**config.mk**
```make
export PLATFORM = sky130hd
export DESIGN_NAME = bounded_edit_distance_top
export DESIGN_NICKNAME = d
export VERILOG_FILES = /design/src/bed_pkg.sv /design/src/bed_head.sv /design/src/bed_cell.sv /design/src/bounded_edit_distance_top.sv
export SDC_FILE = /design/constraint.sdc
export NUM_CORES = 1
export LEC_CHECK = 0
export ABC_CLOCK_PERIOD_IN_PS = 5370
export BUFFER_PORTS_ARGS = -buffer_cell sky130_fd_sc_hd__buf_2
export CORE_UTILIZATION = 52
export DETAILED_ROUTE_END_ITERATION = 12
export GPL_TIMING_DRIVEN = 0
export PLACE_DENSITY_LB_ADDON = 0.1
export SYNTH_ARGS = -nofsm -noshare
export SYNTH_HDL_FRONTEND = slang
export SYNTH_SLANG_ARGS = --single-unit
```
**constraint.sdc**
```tcl
create_clock -name clk -period 5.37 [get_ports clk]
set_clock_uncertainty 0.1 [all_clocks]
set_input_delay 0.8055 -clock clk [delete_from_list [all_inputs] [get_ports clk]]
set_output_delay 0.8055 -clock clk [all_outputs]
set_load 0.01 [all_outputs]
```
**src/bed_pkg.sv**
```systemverilog
`timescale 1ns / 1ps
// Shared types, constants and helpers of the bounded edit distance block.
// No dependencies.
package bed_pkg;

	localparam int MAX_PATTERN = 16;
	localparam int CHAR_W      = 8;
	localparam int DIST_W      = 4;
	localparam int LEN_W       = 5;
	localparam int MAXD_W      = 3;
	localparam int CFG_W       = 64;
	localparam int IDX_W       = 2;

	typedef enum logic [IDX_W-1:0] {
		REG_PAT_LO   = 2'd0,
		REG_PAT_HI   = 2'd1,
		REG_PAT_LEN  = 2'd2,
		REG_MAX_DIST = 2'd3
	} cfg_reg_t;

	// item moving down the cell row
	typedef struct packed {
		logic              vld;
		logic              eow;
		logic [CHAR_W-1:0] ch;
	} tok_t;

	function automatic logic [CHAR_W-1:0] fold_case(input logic [CHAR_W-1:0] c);
		logic [CHAR_W-1:0] r;
		r = c;
		if (c >= 8'h41 && c <= 8'h5A) begin
			r = c + 8'h20;
		end
		return r;
	endfunction

	// min(j, lim) for the reset value of cell j
	function automatic logic [DIST_W-1:0] init_val(input int j, input logic [DIST_W-1:0] lim);
		logic [LEN_W-1:0] jj;
		logic [DIST_W-1:0] r;
		jj = LEN_W'(j);
		if (jj > {1'b0, lim}) begin
			r = lim;
		end else begin
			r = jj[DIST_W-1:0];
		end
		return r;
	endfunction

endpackage

```
**src/bed_head.sv**
```systemverilog
`timescale 1ns / 1ps
// Column-zero cell: counts word characters, saturating at the limit.
// Depends on bed_pkg.
module bed_head
	import bed_pkg::*;
(
	input  logic              clk,
	input  logic              arst_n,
	input  logic              adv,
	input  logic              init,
	input  logic [DIST_W-1:0] lim,
	input  tok_t              in_tok,
	output tok_t              tok,
	output logic [DIST_W-1:0] cur,
	output logic [DIST_W-1:0] prev
);

	tok_t              tok_q;
	logic [DIST_W-1:0] cur_q;
	logic [DIST_W-1:0] prev_q;
	logic [DIST_W-1:0] inc;

	always_comb begin
		inc = cur_q + DIST_W'(1);
		if (inc > lim) begin
			inc = lim;
		end
	end

	always_ff @(posedge clk or negedge arst_n) begin
		if (!arst_n) begin
			tok_q  <= '0;
			cur_q  <= '0;
			prev_q <= '0;
		end else if (init) begin
			tok_q <= '0;
			cur_q <= '0;
		end else if (adv) begin
			tok_q <= in_tok;
			if (in_tok.vld) begin
				if (in_tok.eow) begin
					cur_q <= '0;
				end else begin
					prev_q <= cur_q;
					cur_q  <= inc;
				end
			end
		end
	end

	assign tok  = tok_q;
	assign cur  = cur_q;
	assign prev = prev_q;

endmodule

```
**src/bed_cell.sv**
```systemverilog
`timescale 1ns / 1ps
// One DP cell for a pattern prefix; takes the left neighbor's new and old
// values from the neighbor's registers. Depends on bed_pkg.
module bed_cell
	import bed_pkg::*;
(
	input  logic              clk,
	input  logic              arst_n,
	input  logic              adv,
	input  logic              init,
	input  logic [DIST_W-1:0] init_value,
	input  logic [DIST_W-1:0] lim,
	input  logic [CHAR_W-1:0] pat_ch,
	input  tok_t              left_tok,
	input  logic [DIST_W-1:0] left_cur,
	input  logic [DIST_W-1:0] left_prev,
	output tok_t              tok,
	output logic [DIST_W-1:0] cur,
	output logic [DIST_W-1:0] prev
);

	tok_t              tok_q;
	logic [DIST_W-1:0] cur_q;
	logic [DIST_W-1:0] prev_q;
	logic [DIST_W-1:0] m;
	logic [DIST_W-1:0] nxt;

	always_comb begin
		// left_prev is the diagonal, cur_q the cell above
		m = (cur_q < left_cur) ? cur_q : left_cur;
		if (left_prev < m) begin
			m = left_prev;
		end
		if (pat_ch == left_tok.ch) begin
			nxt = left_prev;
		end else begin
			nxt = m + DIST_W'(1);
		end
		if (nxt > lim) begin
			nxt = lim;
		end
	end

	always_ff @(posedge clk or negedge arst_n) begin
		if (!arst_n) begin
			tok_q  <= '0;
			cur_q  <= '0;
			prev_q <= '0;
		end else if (init) begin
			tok_q <= '0;
			cur_q <= init_value;
		end else if (adv) begin
			tok_q <= left_tok;
			if (left_tok.vld) begin
				if (left_tok.eow) begin
					cur_q <= init_value;
				end else begin
					prev_q <= cur_q;
					cur_q  <= nxt;
				end
			end
		end
	end

	assign tok  = tok_q;
	assign cur  = cur_q;
	assign prev = prev_q;

endmodule

```
**src/bounded_edit_distance_top.sv**
```systemverilog
`timescale 1ns / 1ps
// Bounded case-insensitive edit distance: a systolic row of 17 DP cells.
// Throughput: one item per cycle outside init, result register free; the row stalls as a whole.
// Result path: an end-of-word item passes the token registers of the head and cells 1..p-1,
// then the distance in cell p is captured, p = pattern length in use (at acceptance if p = 0).
// Reset: asynchronous, active low; the row is initialized in the first cycle after reset
// and in the cycle after every register write, with s_tready low during that cycle.
module bounded_edit_distance_top
	import bed_pkg::*;
(
	input  logic             clk,
	input  logic             arst_n,
	// input items
	input  logic             s_tvalid,
	output logic             s_tready,
	input  logic [7:0]       s_tdata,   // [7:0] character
	input  logic             s_tuser,   // [0] kind: 0 character, 1 end of word
	// results
	output logic             m_tvalid,
	input  logic             m_tready,
	output logic [7:0]       m_tdata,   // [3:0] distance, [4] is_match, [7:5] zero
	// configuration writes
	input  logic             cfg_we,
	input  logic [IDX_W-1:0] cfg_index,
	input  logic [CFG_W-1:0] cfg_data
);

	// configuration registers
	logic [CFG_W-1:0]  pat_lo_q;
	logic [CFG_W-1:0]  pat_hi_q;
	logic [LEN_W-1:0]  plen_q;
	logic [MAXD_W-1:0] maxd_q;
	logic              init_q;

	logic [DIST_W-1:0] lim;
	logic [LEN_W-1:0]  plen_used;
	logic [2*CFG_W-1:0] pat_all;

	// row state: index 0 is the head (column zero), 1..MAX_PATTERN the pattern cells
	tok_t              cell_tok  [MAX_PATTERN+1];
	logic [DIST_W-1:0] cell_cur  [MAX_PATTERN+1];
	logic [DIST_W-1:0] cell_prev [MAX_PATTERN+1];

	// pos_tok[k]: item about to enter cell k (k = 0: the input item itself)
	tok_t              pos_tok   [MAX_PATTERN+1];
	tok_t              in_tok;

	logic              adv;
	logic              m_valid_q;
	logic [DIST_W-1:0] dist_q;
	logic              match_q;
	tok_t              tap_tok;
	logic [DIST_W-1:0] tap_val;

	assign lim       = {1'b0, maxd_q} + DIST_W'(1);
	assign plen_used = (plen_q > LEN_W'(MAX_PATTERN)) ? LEN_W'(MAX_PATTERN) : plen_q;
	assign pat_all   = {pat_hi_q, pat_lo_q};

	// the row moves only when the result register can take a result
	assign adv      = !m_valid_q || m_tready;
	assign s_tready = adv && !init_q;

	assign in_tok.vld = s_tvalid && s_tready;
	assign in_tok.eow = s_tuser;
	assign in_tok.ch  = fold_case(s_tdata);

	// configuration: any write reinitializes the row in the next cycle
	always_ff @(posedge clk or negedge arst_n) begin
		if (!arst_n) begin
			pat_lo_q <= '0;
			pat_hi_q <= '0;
			plen_q   <= '0;
			maxd_q   <= MAXD_W'(2);
			init_q   <= 1'b1;
		end else begin
			init_q <= cfg_we;
			if (cfg_we) begin
				unique case (cfg_reg_t'(cfg_index))
					REG_PAT_LO:   pat_lo_q <= cfg_data;
					REG_PAT_HI:   pat_hi_q <= cfg_data;
					REG_PAT_LEN:  plen_q   <= cfg_data[LEN_W-1:0];
					REG_MAX_DIST: maxd_q   <= cfg_data[MAXD_W-1:0];
					default: ;
				endcase
			end
		end
	end

	bed_head u_head (
		.clk    (clk),
		.arst_n (arst_n),
		.adv    (adv),
		.init   (init_q),
		.lim    (lim),
		.in_tok (in_tok),
		.tok    (cell_tok[0]),
		.cur    (cell_cur[0]),
		.prev   (cell_prev[0])
	);

	assign pos_tok[0] = in_tok;

	for (genvar j = 1; j <= MAX_PATTERN; j++) begin : g_cell
		assign pos_tok[j] = cell_tok[j-1];

		bed_cell u_cell (
			.clk        (clk),
			.arst_n     (arst_n),
			.adv        (adv),
			.init       (init_q),
			.init_value (init_val(j, lim)),
			.lim        (lim),
			.pat_ch     (fold_case(pat_all[CHAR_W*(j-1) +: CHAR_W])),
			.left_tok   (cell_tok[j-1]),
			.left_cur   (cell_cur[j-1]),
			.left_prev  (cell_prev[j-1]),
			.tok        (cell_tok[j]),
			.cur        (cell_cur[j]),
			.prev       (cell_prev[j])
		);
	end

	// an end-of-word item about to enter cell p finds the final distance in cell p
	assign tap_tok = pos_tok[plen_used];
	assign tap_val = cell_cur[plen_used];

	always_ff @(posedge clk or negedge arst_n) begin
		if (!arst_n) begin
			m_valid_q <= 1'b0;
		end else if (adv && tap_tok.vld && tap_tok.eow) begin
			m_valid_q <= 1'b1;
		end else if (m_tready) begin
			m_valid_q <= 1'b0;
		end
	end

	always_ff @(posedge clk) begin
		if (adv && tap_tok.vld && tap_tok.eow) begin
			dist_q  <= tap_val;
			match_q <= (tap_val != lim);
		end
	end

	assign m_tvalid = m_valid_q;
	assign m_tdata  = {3'b000, match_q, dist_q};

`ifndef SYNTH
	// a reported distance never exceeds the limit
	a_dist_bound: assert property (@(posedge clk) disable iff (!arst_n)
		m_tvalid |-> (m_tdata[3:0] <= lim))
		else $error("distance above limit");

	// match flag agrees with the distance and the current threshold
	a_match_flag: assert property (@(posedge clk) disable iff (!arst_n)
		m_tvalid |-> (m_tdata[4] == (m_tdata[3:0] <= {1'b0, maxd_q})))
		else $error("match flag inconsistent with distance");

	// no item is taken while the row is being initialized
	a_init_block: assert property (@(posedge clk) disable iff (!arst_n)
		init_q |-> !s_tready)
		else $error("input accepted during row init");

	// once an end of word has swept the whole row, the last cell holds its reset value
	a_sweep_reset: assert property (@(posedge clk) disable iff (!arst_n)
		(cell_tok[MAX_PATTERN].vld && cell_tok[MAX_PATTERN].eow)
		|-> (cell_cur[MAX_PATTERN] == lim))
		else $error("last cell not reinitialized after end of word");
`endif

endmodule
```
==> impl_metrics.yaml, run 1 <==
status:
  status: "finished, final reports clean"
pwr:
  leakage_nw: 14.40
  p_sw_mw: 9.875
  vdd_drop_max_mv: 0.4242
  power_switching_share: 0.4520
  power_density_mw_per_mm2: 662.7
  p_int_mw: 11.97
  p_comb_frac: 0.616
  seqPwrFrac: 0.219
  p_clk_frac: 0.165
synthesis:
  yosys.area.top_type_share: 0.3706
  synthFlopType: "dfrtp_1"
  synthXorXnorAreaFrac: 0.04455
  synth_mux_area_frac: 0.1183
  synth-edff-count: 5
  synth.top_cells.by_area: "dfrtp_1 (37%), ha_1 (10%), mux2_2 (8.8%), nand2_1 (6.0%), a21oi_1 (5.5%)"
  synth_area_sq_mm: 0.02890
  synth_compound_area_frac: 0.1653
  ys_seq_area_frac: 0.3776
  ys_warn_count: 0
  async_flop_share: 0.9885
  synth.distinct_cells: 88
  postSynthCellCount: 3114
  synth_top_area_cell: "dfrtp_1"
  ys_ff_latch: 435
  post_synth_fa_ha_maj_area_fraction: 0.1009
  synth_top_family_by_area: "compound AO/OA/AOI/OAI gates"
  synthSimpleGateAreaFrac: 0.1571
  syn_avg_cell_area_sq_um: 9.281
sta:
  period_share: 0.9690
  fin_crit_ns: 5.203
  max_freq_mhz: 192.2
  hold_viol: 0
  hold_slack_ns: 0.3066
  finalSetupViolations: 0
  grt_setup_unrepaired: "yes"
  worst_pin_slew_ns: 1.396
  slew-limit-headroom: 0.06536
  fin_setup_tns_ns: 0
  maxSlewViolCount: 0
setup_path:
  path_max_fanout: 8
  required_ns: 5.74
  worst_ep_arrival_time_ns: 5.57
  critPathLaunchType: "register"
  timing.rr.start: "g_cell[8].u_cell.cur[2]"
  r2r_slack_ns: 0.17
  reg2reg_depth: 24
  path_class: "reg2reg"
  end_kind: "register"
  worst_r2r_endpoint: "g_cell[9].u_cell.cur[1]"
cts:
  cts.sinks: 435
  cts-root-buf: "clkbuf_16"
  cts.path.max_buffers: 3
  clkTransAtPathRegs_ns: 0.06
  cts_buffers: 51
  insertion_delay_ns: 0.63
  cts_tree: "yes"
  htreeDepth: 2
global_routing:
  grt_overflow_total: 0
  grt_pass1_wl_um: 140800
  grt_use_total: 0.3207
  grt_pass1_vias: 24926
  antenna_found_initial: 5
  grt_max_degree: 130
floorplan:
  die_area_sq_mm: 0.05653
  core_sq_mm: 0.05499
  initial_utilization: 0.5256
  die_y_um: 237.8
  pin_count: 90
  fp.dieW_um: 237.8
  rows: 86
finish:
  fin_cells: 4093
  fin_util: 0.5995
  nets: 3616
  multi_input_area_sq_mm: 0.01734
  area_growth_pct: 14.07
  drive_gt1_frac: 0.1899
  final_common_cell: "nand2_1"
  fillerInstances: 4739
  layout.area.seq_sq_mm: 0.01096
  final_cell_mix: "nand2_1 (459), dfrtp_1 (390), a21oi_1 (302)"
hold_path:
  min_from: "cfg_we"
  hold_end: "init_q"
  holdPathStages: 1
  hp-class: "in2reg"
drt:
  wl_per_cell_um: 22.30
  drc: 0
  ant_nets: 0
  vias_per_cell: 6.132
  drtPass1Iterations: 5
  routed_wl_um: 91280
  first_iter_violations: 1878
  num_vias: 25099
run:
  cap_violations: 0
placement:
  dpl.cell_count: 3955
  io_buffers: 86
  gp_congestion: 0.9417
  hpwlAfterDp_um: 67420
## synthesized netlist by cell type, drive strengths merged, types with 14 or more instances
cell type and n:
a21o 18, nand2b 53, clkbuf 97, buf 25, inv 147, nand2 462, nor3 76, o211ai 31
mux2 225, mux4 14, o41ai 14, a21oi 318, nand3 49, a31oi 26, nor2b 31, xnor2 74
mux2i 57, nor3b 20, nor2 167, xor2 73, nor4 18, dfrtp 428, o31ai 17, o21ai 153
ha 233, and3 23
## routing by layer
layer,part of all wire,global-route usage,wire (um)
met1,0.42,0.4037,37970
met2,0.48,0.5448,44140
met3,0.058,0.04657,5250
met4,0.043,0.1445,3888
met5,0.00041,0,37
## stage by stage
| step | worst slack (ns) | power (mW) | area, sq um |
|---|---|---|---|
| 2_1_floorplan | 0.3963 | 13.70 | 28910 |
| 3_3_place_gp | -5.311 | 16.08 | 30270 |
| 3_5_place_dp | -0.3890 | 16.76 | 30430 |
| 4_1_cts | 0.003186 | 20.56 | 32240 |
| 5_1_grt | -0.08582 | 23.54 | 32960 |
| 6_report | 0.1667 | 21.85 | 32970 |
## power by group through the flow
stage	logic, mW	registers, mW	clock network, mW
3_5_place_dp	11.9	4.81	0
5_1_grt	15.0	4.84	3.75
3_3_place_gp	11.3	4.79	0
4_1_cts	12.1	4.76	3.65
2_1_floorplan	9.30	4.40	0
6_report	13.5	4.78	3.61
## kinds of logic (layout without fill, tap and decap cells)
family                     Yosys count  after routing
other                                1              5
xor gates and xnor gates           147            147
DFF                                435            435
AOI/OAI and AO/OA                  755            755
muxes                              296            296
adders and majority gates          233            233
and+or+nand+nor                    978            978
buffers and inverters              269            496
## worst max-delay path by stage
stage                                  start                       end  slack [ns]  depth (start not counted)
finish               g_cell[8].u_cell.cur[2]   g_cell[9].u_cell.cur[1]        0.17                         24
global route         g_cell[1].u_cell.cur[1]   g_cell[2].u_cell.cur[1]       -0.09                         25
CTS                  g_cell[8].u_cell.cur[1]   g_cell[9].u_cell.cur[1]       0.003                         24
detailed placement  g_cell[15].u_cell.cur[3]  g_cell[16].u_cell.cur[0]       -0.39                         26
global placement                      arst_n              pat_lo_q[26]       -5.31                          1
floorplan           g_cell[15].u_cell.cur[3]  g_cell[16].u_cell.cur[0]        0.40                         26
## flip-flops by register name, summed over array words and instances (netlist names)
name / cells
g_cell.u_cell.cur: 64
match_q: 1
u_head.prev: 4
g_cell.u_cell.tok: 150
dist_q: 4
maxd_q: 3
m_tvalid: 1
u_head.cur: 4
u_head.tok: 10
g_cell.u_cell.prev: 60
pat_hi_q: 64
init_q: 1
plen_q: 5
pat_lo_q: 64
## cell type report
class,count,area share
Multi-Input combinational cell,2412,0.5261
Sequential cell,435,0.3325
Clock buffer,74,0.04562
Timing Repair Buffer,138,0.02881
Tap cell,748,0.02839
Inverter,147,0.01681
Buffer,118,0.01484
Clock inverter,19,0.006832
Antenna cell,2,0.0001518
## critical path: stages, from the launching register on
cell,delay (ns)
dfrtp_2,0.48
inv_1,0.13
ha_1,0.28
nor3_1,0.32
nor3_4,0.12
nor2_1,0.11
a21oi_1,0.07
ha_1,0.21
nor2_1,0.11
nand2_1,0.07
mux2_2,0.27
a221o_2,0.41
mux2i_1,0.16
ha_1,0.24
and2_1,0.17
a32o_1,0.25
nor3_2,0.22
ha_1,0.28
o21ai_0,0.08
nand2b_1,0.07
a21oi_1,0.20
o21ai_2,0.15
or2_2,0.32
a21oi_1,0.13
a21oi_1,0.06
## what timing repair did
item	CTS	global route
gates cloned	0	0
endpoints found under the hold margin	43	0
setup buffers	2	42
pin swaps	2	23
setup endpoints to repair	27	61
resized for setup	21	121
hold buffers	1	0
No activity file was read; power rests on OpenSTA's default activity.
==> run 2: changes to the inputs <==
--- a/config.mk
+++ b/config.mk
@@ -7,10 +7,12 @@
 export LEC_CHECK = 0
 export ABC_CLOCK_PERIOD_IN_PS = 5370
 export BUFFER_PORTS_ARGS = -buffer_cell sky130_fd_sc_hd__buf_2
-export CORE_UTILIZATION = 52
+export CORE_MARGIN = 4
+export CORE_UTILIZATION = 55
 export DETAILED_ROUTE_END_ITERATION = 12
 export GPL_TIMING_DRIVEN = 0
 export PLACE_DENSITY_LB_ADDON = 0.1
+export RECOVER_POWER = 25
 export SYNTH_ARGS = -nofsm -noshare
 export SYNTH_HDL_FRONTEND = slang
 export SYNTH_SLANG_ARGS = --single-unit
==> run 2 against run 1 <==
  * The flow now finishes with violations (capacitance limit, slew limit)
  * Final area up 0.39%
  * Sequential cell count unchanged
  * Register-to-register slack worse by 0.08 ns
  * Critical path depth up 1
  * Non-clock buffer count up 10
  * Utilization up 4.0 points
==> impl_metrics.yaml, run 2 (synthesis results as in run 1) <==
drt:
  ant_nets: 0
  first_iter_violations: 2216
  wl_per_cell_um: 22.28
  routed_wl_um: 89930
  drc: 0
  vias_per_cell: 6.255
  num_vias: 25244
  drtPass1Iterations: 6
global_routing:
  grt_pass1_vias: 25136
  grt_pass1_wl_um: 139200
  grt_max_degree: 122
  antenna_found_initial: 1
  grt_use_total: 0.3078
  grt_overflow_total: 0
placement:
  dpl.cell_count: 3888
  post-place-ws_ns: -0.5245
  dpl_cell_area_sq_mm: 0.03036
  io_buffers: 86
  hpwlAfterDp_um: 66260
  gp_congestion: 0.9700
floorplan:
  die_area_sq_mm: 0.05628
  initial_utilization: 0.5588
  fp.dieW_um: 237.2
  core_sq_mm: 0.05172
  rows: 83
  die_y_um: 237.2
  pin_count: 90
finish:
  nets: 3626
  fin_util: 0.6399
  drive_gt1_frac: 0.1940
  final_area_sq_mm: 0.03310
  layout.area.seq_sq_mm: 0.01095
  fillerInstances: 4232
  final_cell_mix: "nand2_1 (459), dfrtp_1 (395), a21oi_1 (296)"
  fin_cells: 4036
  area_growth_pct: 14.52
  num_antenna_cells: 0
  largest_reg_flops: 150
  multi_input_area_sq_mm: 0.01742
  final_common_cell: "nand2_1"
status:
  status: "finished, violations left"
  violations: "capacitance limit, slew limit"
sta:
  grt_setup_unrepaired: "yes"
  fin_ws_ns: 0.08484
  period_share: 0.9842
  maxSlewViolCount: 55
  worst_pin_slew_ns: 3.713
  max_freq_mhz: 189.2
  slew-limit-headroom: -1.475
  fin_setup_tns_ns: 0
  hold_viol: 0
  hold_slack_ns: 0.3103
  fin_crit_ns: 5.285
  finalSetupViolations: 0
pwr:
  power_mw: 22.64
  leakage_nw: 14.49
  vdd_drop_max_mv: 0.3965
  power_density_mw_per_mm2: 684.1
cts:
  cts.sinks: 435
  cts-root-buf: "clkbuf_16"
  insertion_delay_ns: 0.62
  cts.path.max_buffers: 3
  clkTransAtPathRegs_ns: 0.07
  cts_tree: "yes"
  htreeDepth: 2
  cts_buffers: 51
setup_path:
  required_ns: 5.77
  worst_ep_arrival_time_ns: 5.69
  path_class: "reg2reg"
  end_kind: "register"
  path_max_fanout: 8
  critPathLaunchType: "register"
run:
  cap_violations: 1
hold_path:
  hp-class: "in2reg"
[run 2: cell type report]
class	instances	share of cell area
multi-input combinational	2412	0.5264
sequential	435	0.3310
clock buffer	64	0.04249
timing repair buffer	148	0.02953
tap	680	0.02571
inverter	147	0.01667
buffer	118	0.01482
clock inverter	32	0.01338
[run 2: worst paths after layout]
path                       slack, ns  cells past startpoint                     start                        end
max                             0.08                     25  g_cell[15].u_cell.cur[1]   g_cell[16].u_cell.cur[2]
max in group asynchronous       0.94                      2                    arst_n               pat_lo_q[43]
max reg2reg                     0.08                     25  g_cell[15].u_cell.cur[1]   g_cell[16].u_cell.cur[2]
min                             0.31                      1                    cfg_we                     init_q
min reg2reg                     0.45                      2  g_cell[15].u_cell.tok[4]   g_cell[15].u_cell.tok[4]
min in group asynchronous       1.37                      1                    arst_n  g_cell[14].u_cell.prev[3]
[run 2: critical path: stages (launching register included)]
cell and delay (ns):
dfrtp_2 0.44, inv_2 0.12, ha_1 0.25, a21oi_2 0.18, o21a_1 0.18, buf_6 0.15, mux2i_4 0.24, ha_2 0.29
o21ai_1 0.09, a21oi_1 0.10, o221ai_2 0.22, mux2_2 0.37, inv_1 0.06, ha_1 0.22, nand2_1 0.05, o21ai_1 0.12
ha_1 0.35, nor2b_1 0.13, o21ai_0 0.20, nand2b_1 0.12, a21oi_2 0.14, a41oi_1 0.08, or3_4 0.50, a31oi_2 0.18
a211oi_1 0.07, a21o_1 0.20
[run 2: what timing repair did]
| item | in CTS | in global routing |
|---|---|---|
| endpoints found under the setup margin | 25 | 61 |
| hold buffers | 0 | 0 |
| endpoints found under the hold margin | 0 | 0 |
| resized for setup | 25 | 129 |
| buffers inserted | 5 | 51 |
| pin swaps | 2 | 32 |
[run 2: report_power, final]
group          switching [mW]  leakage (nW)  internal (mW)  total (mW)
combinational            7.76          8.13           6.34        14.1
clock                    1.52         0.880           2.30        3.82
sequential              0.863          5.49           3.86        4.72
[run 2: routing by layer]
layer / vias up / part of all wire / track usage / routed length [um]
met3: 274 / 0.063 / 0.04525 / 5669
met4: 2 / 0.049 / 0.1396 / 4405
met2: 973 / 0.48 / 0.5176 / 42930
li1: 11602 / - / - / -
met5: - / 0.00014 / 0 / 13
met1: 12393 / 0.41 / 0.3957 / 36910
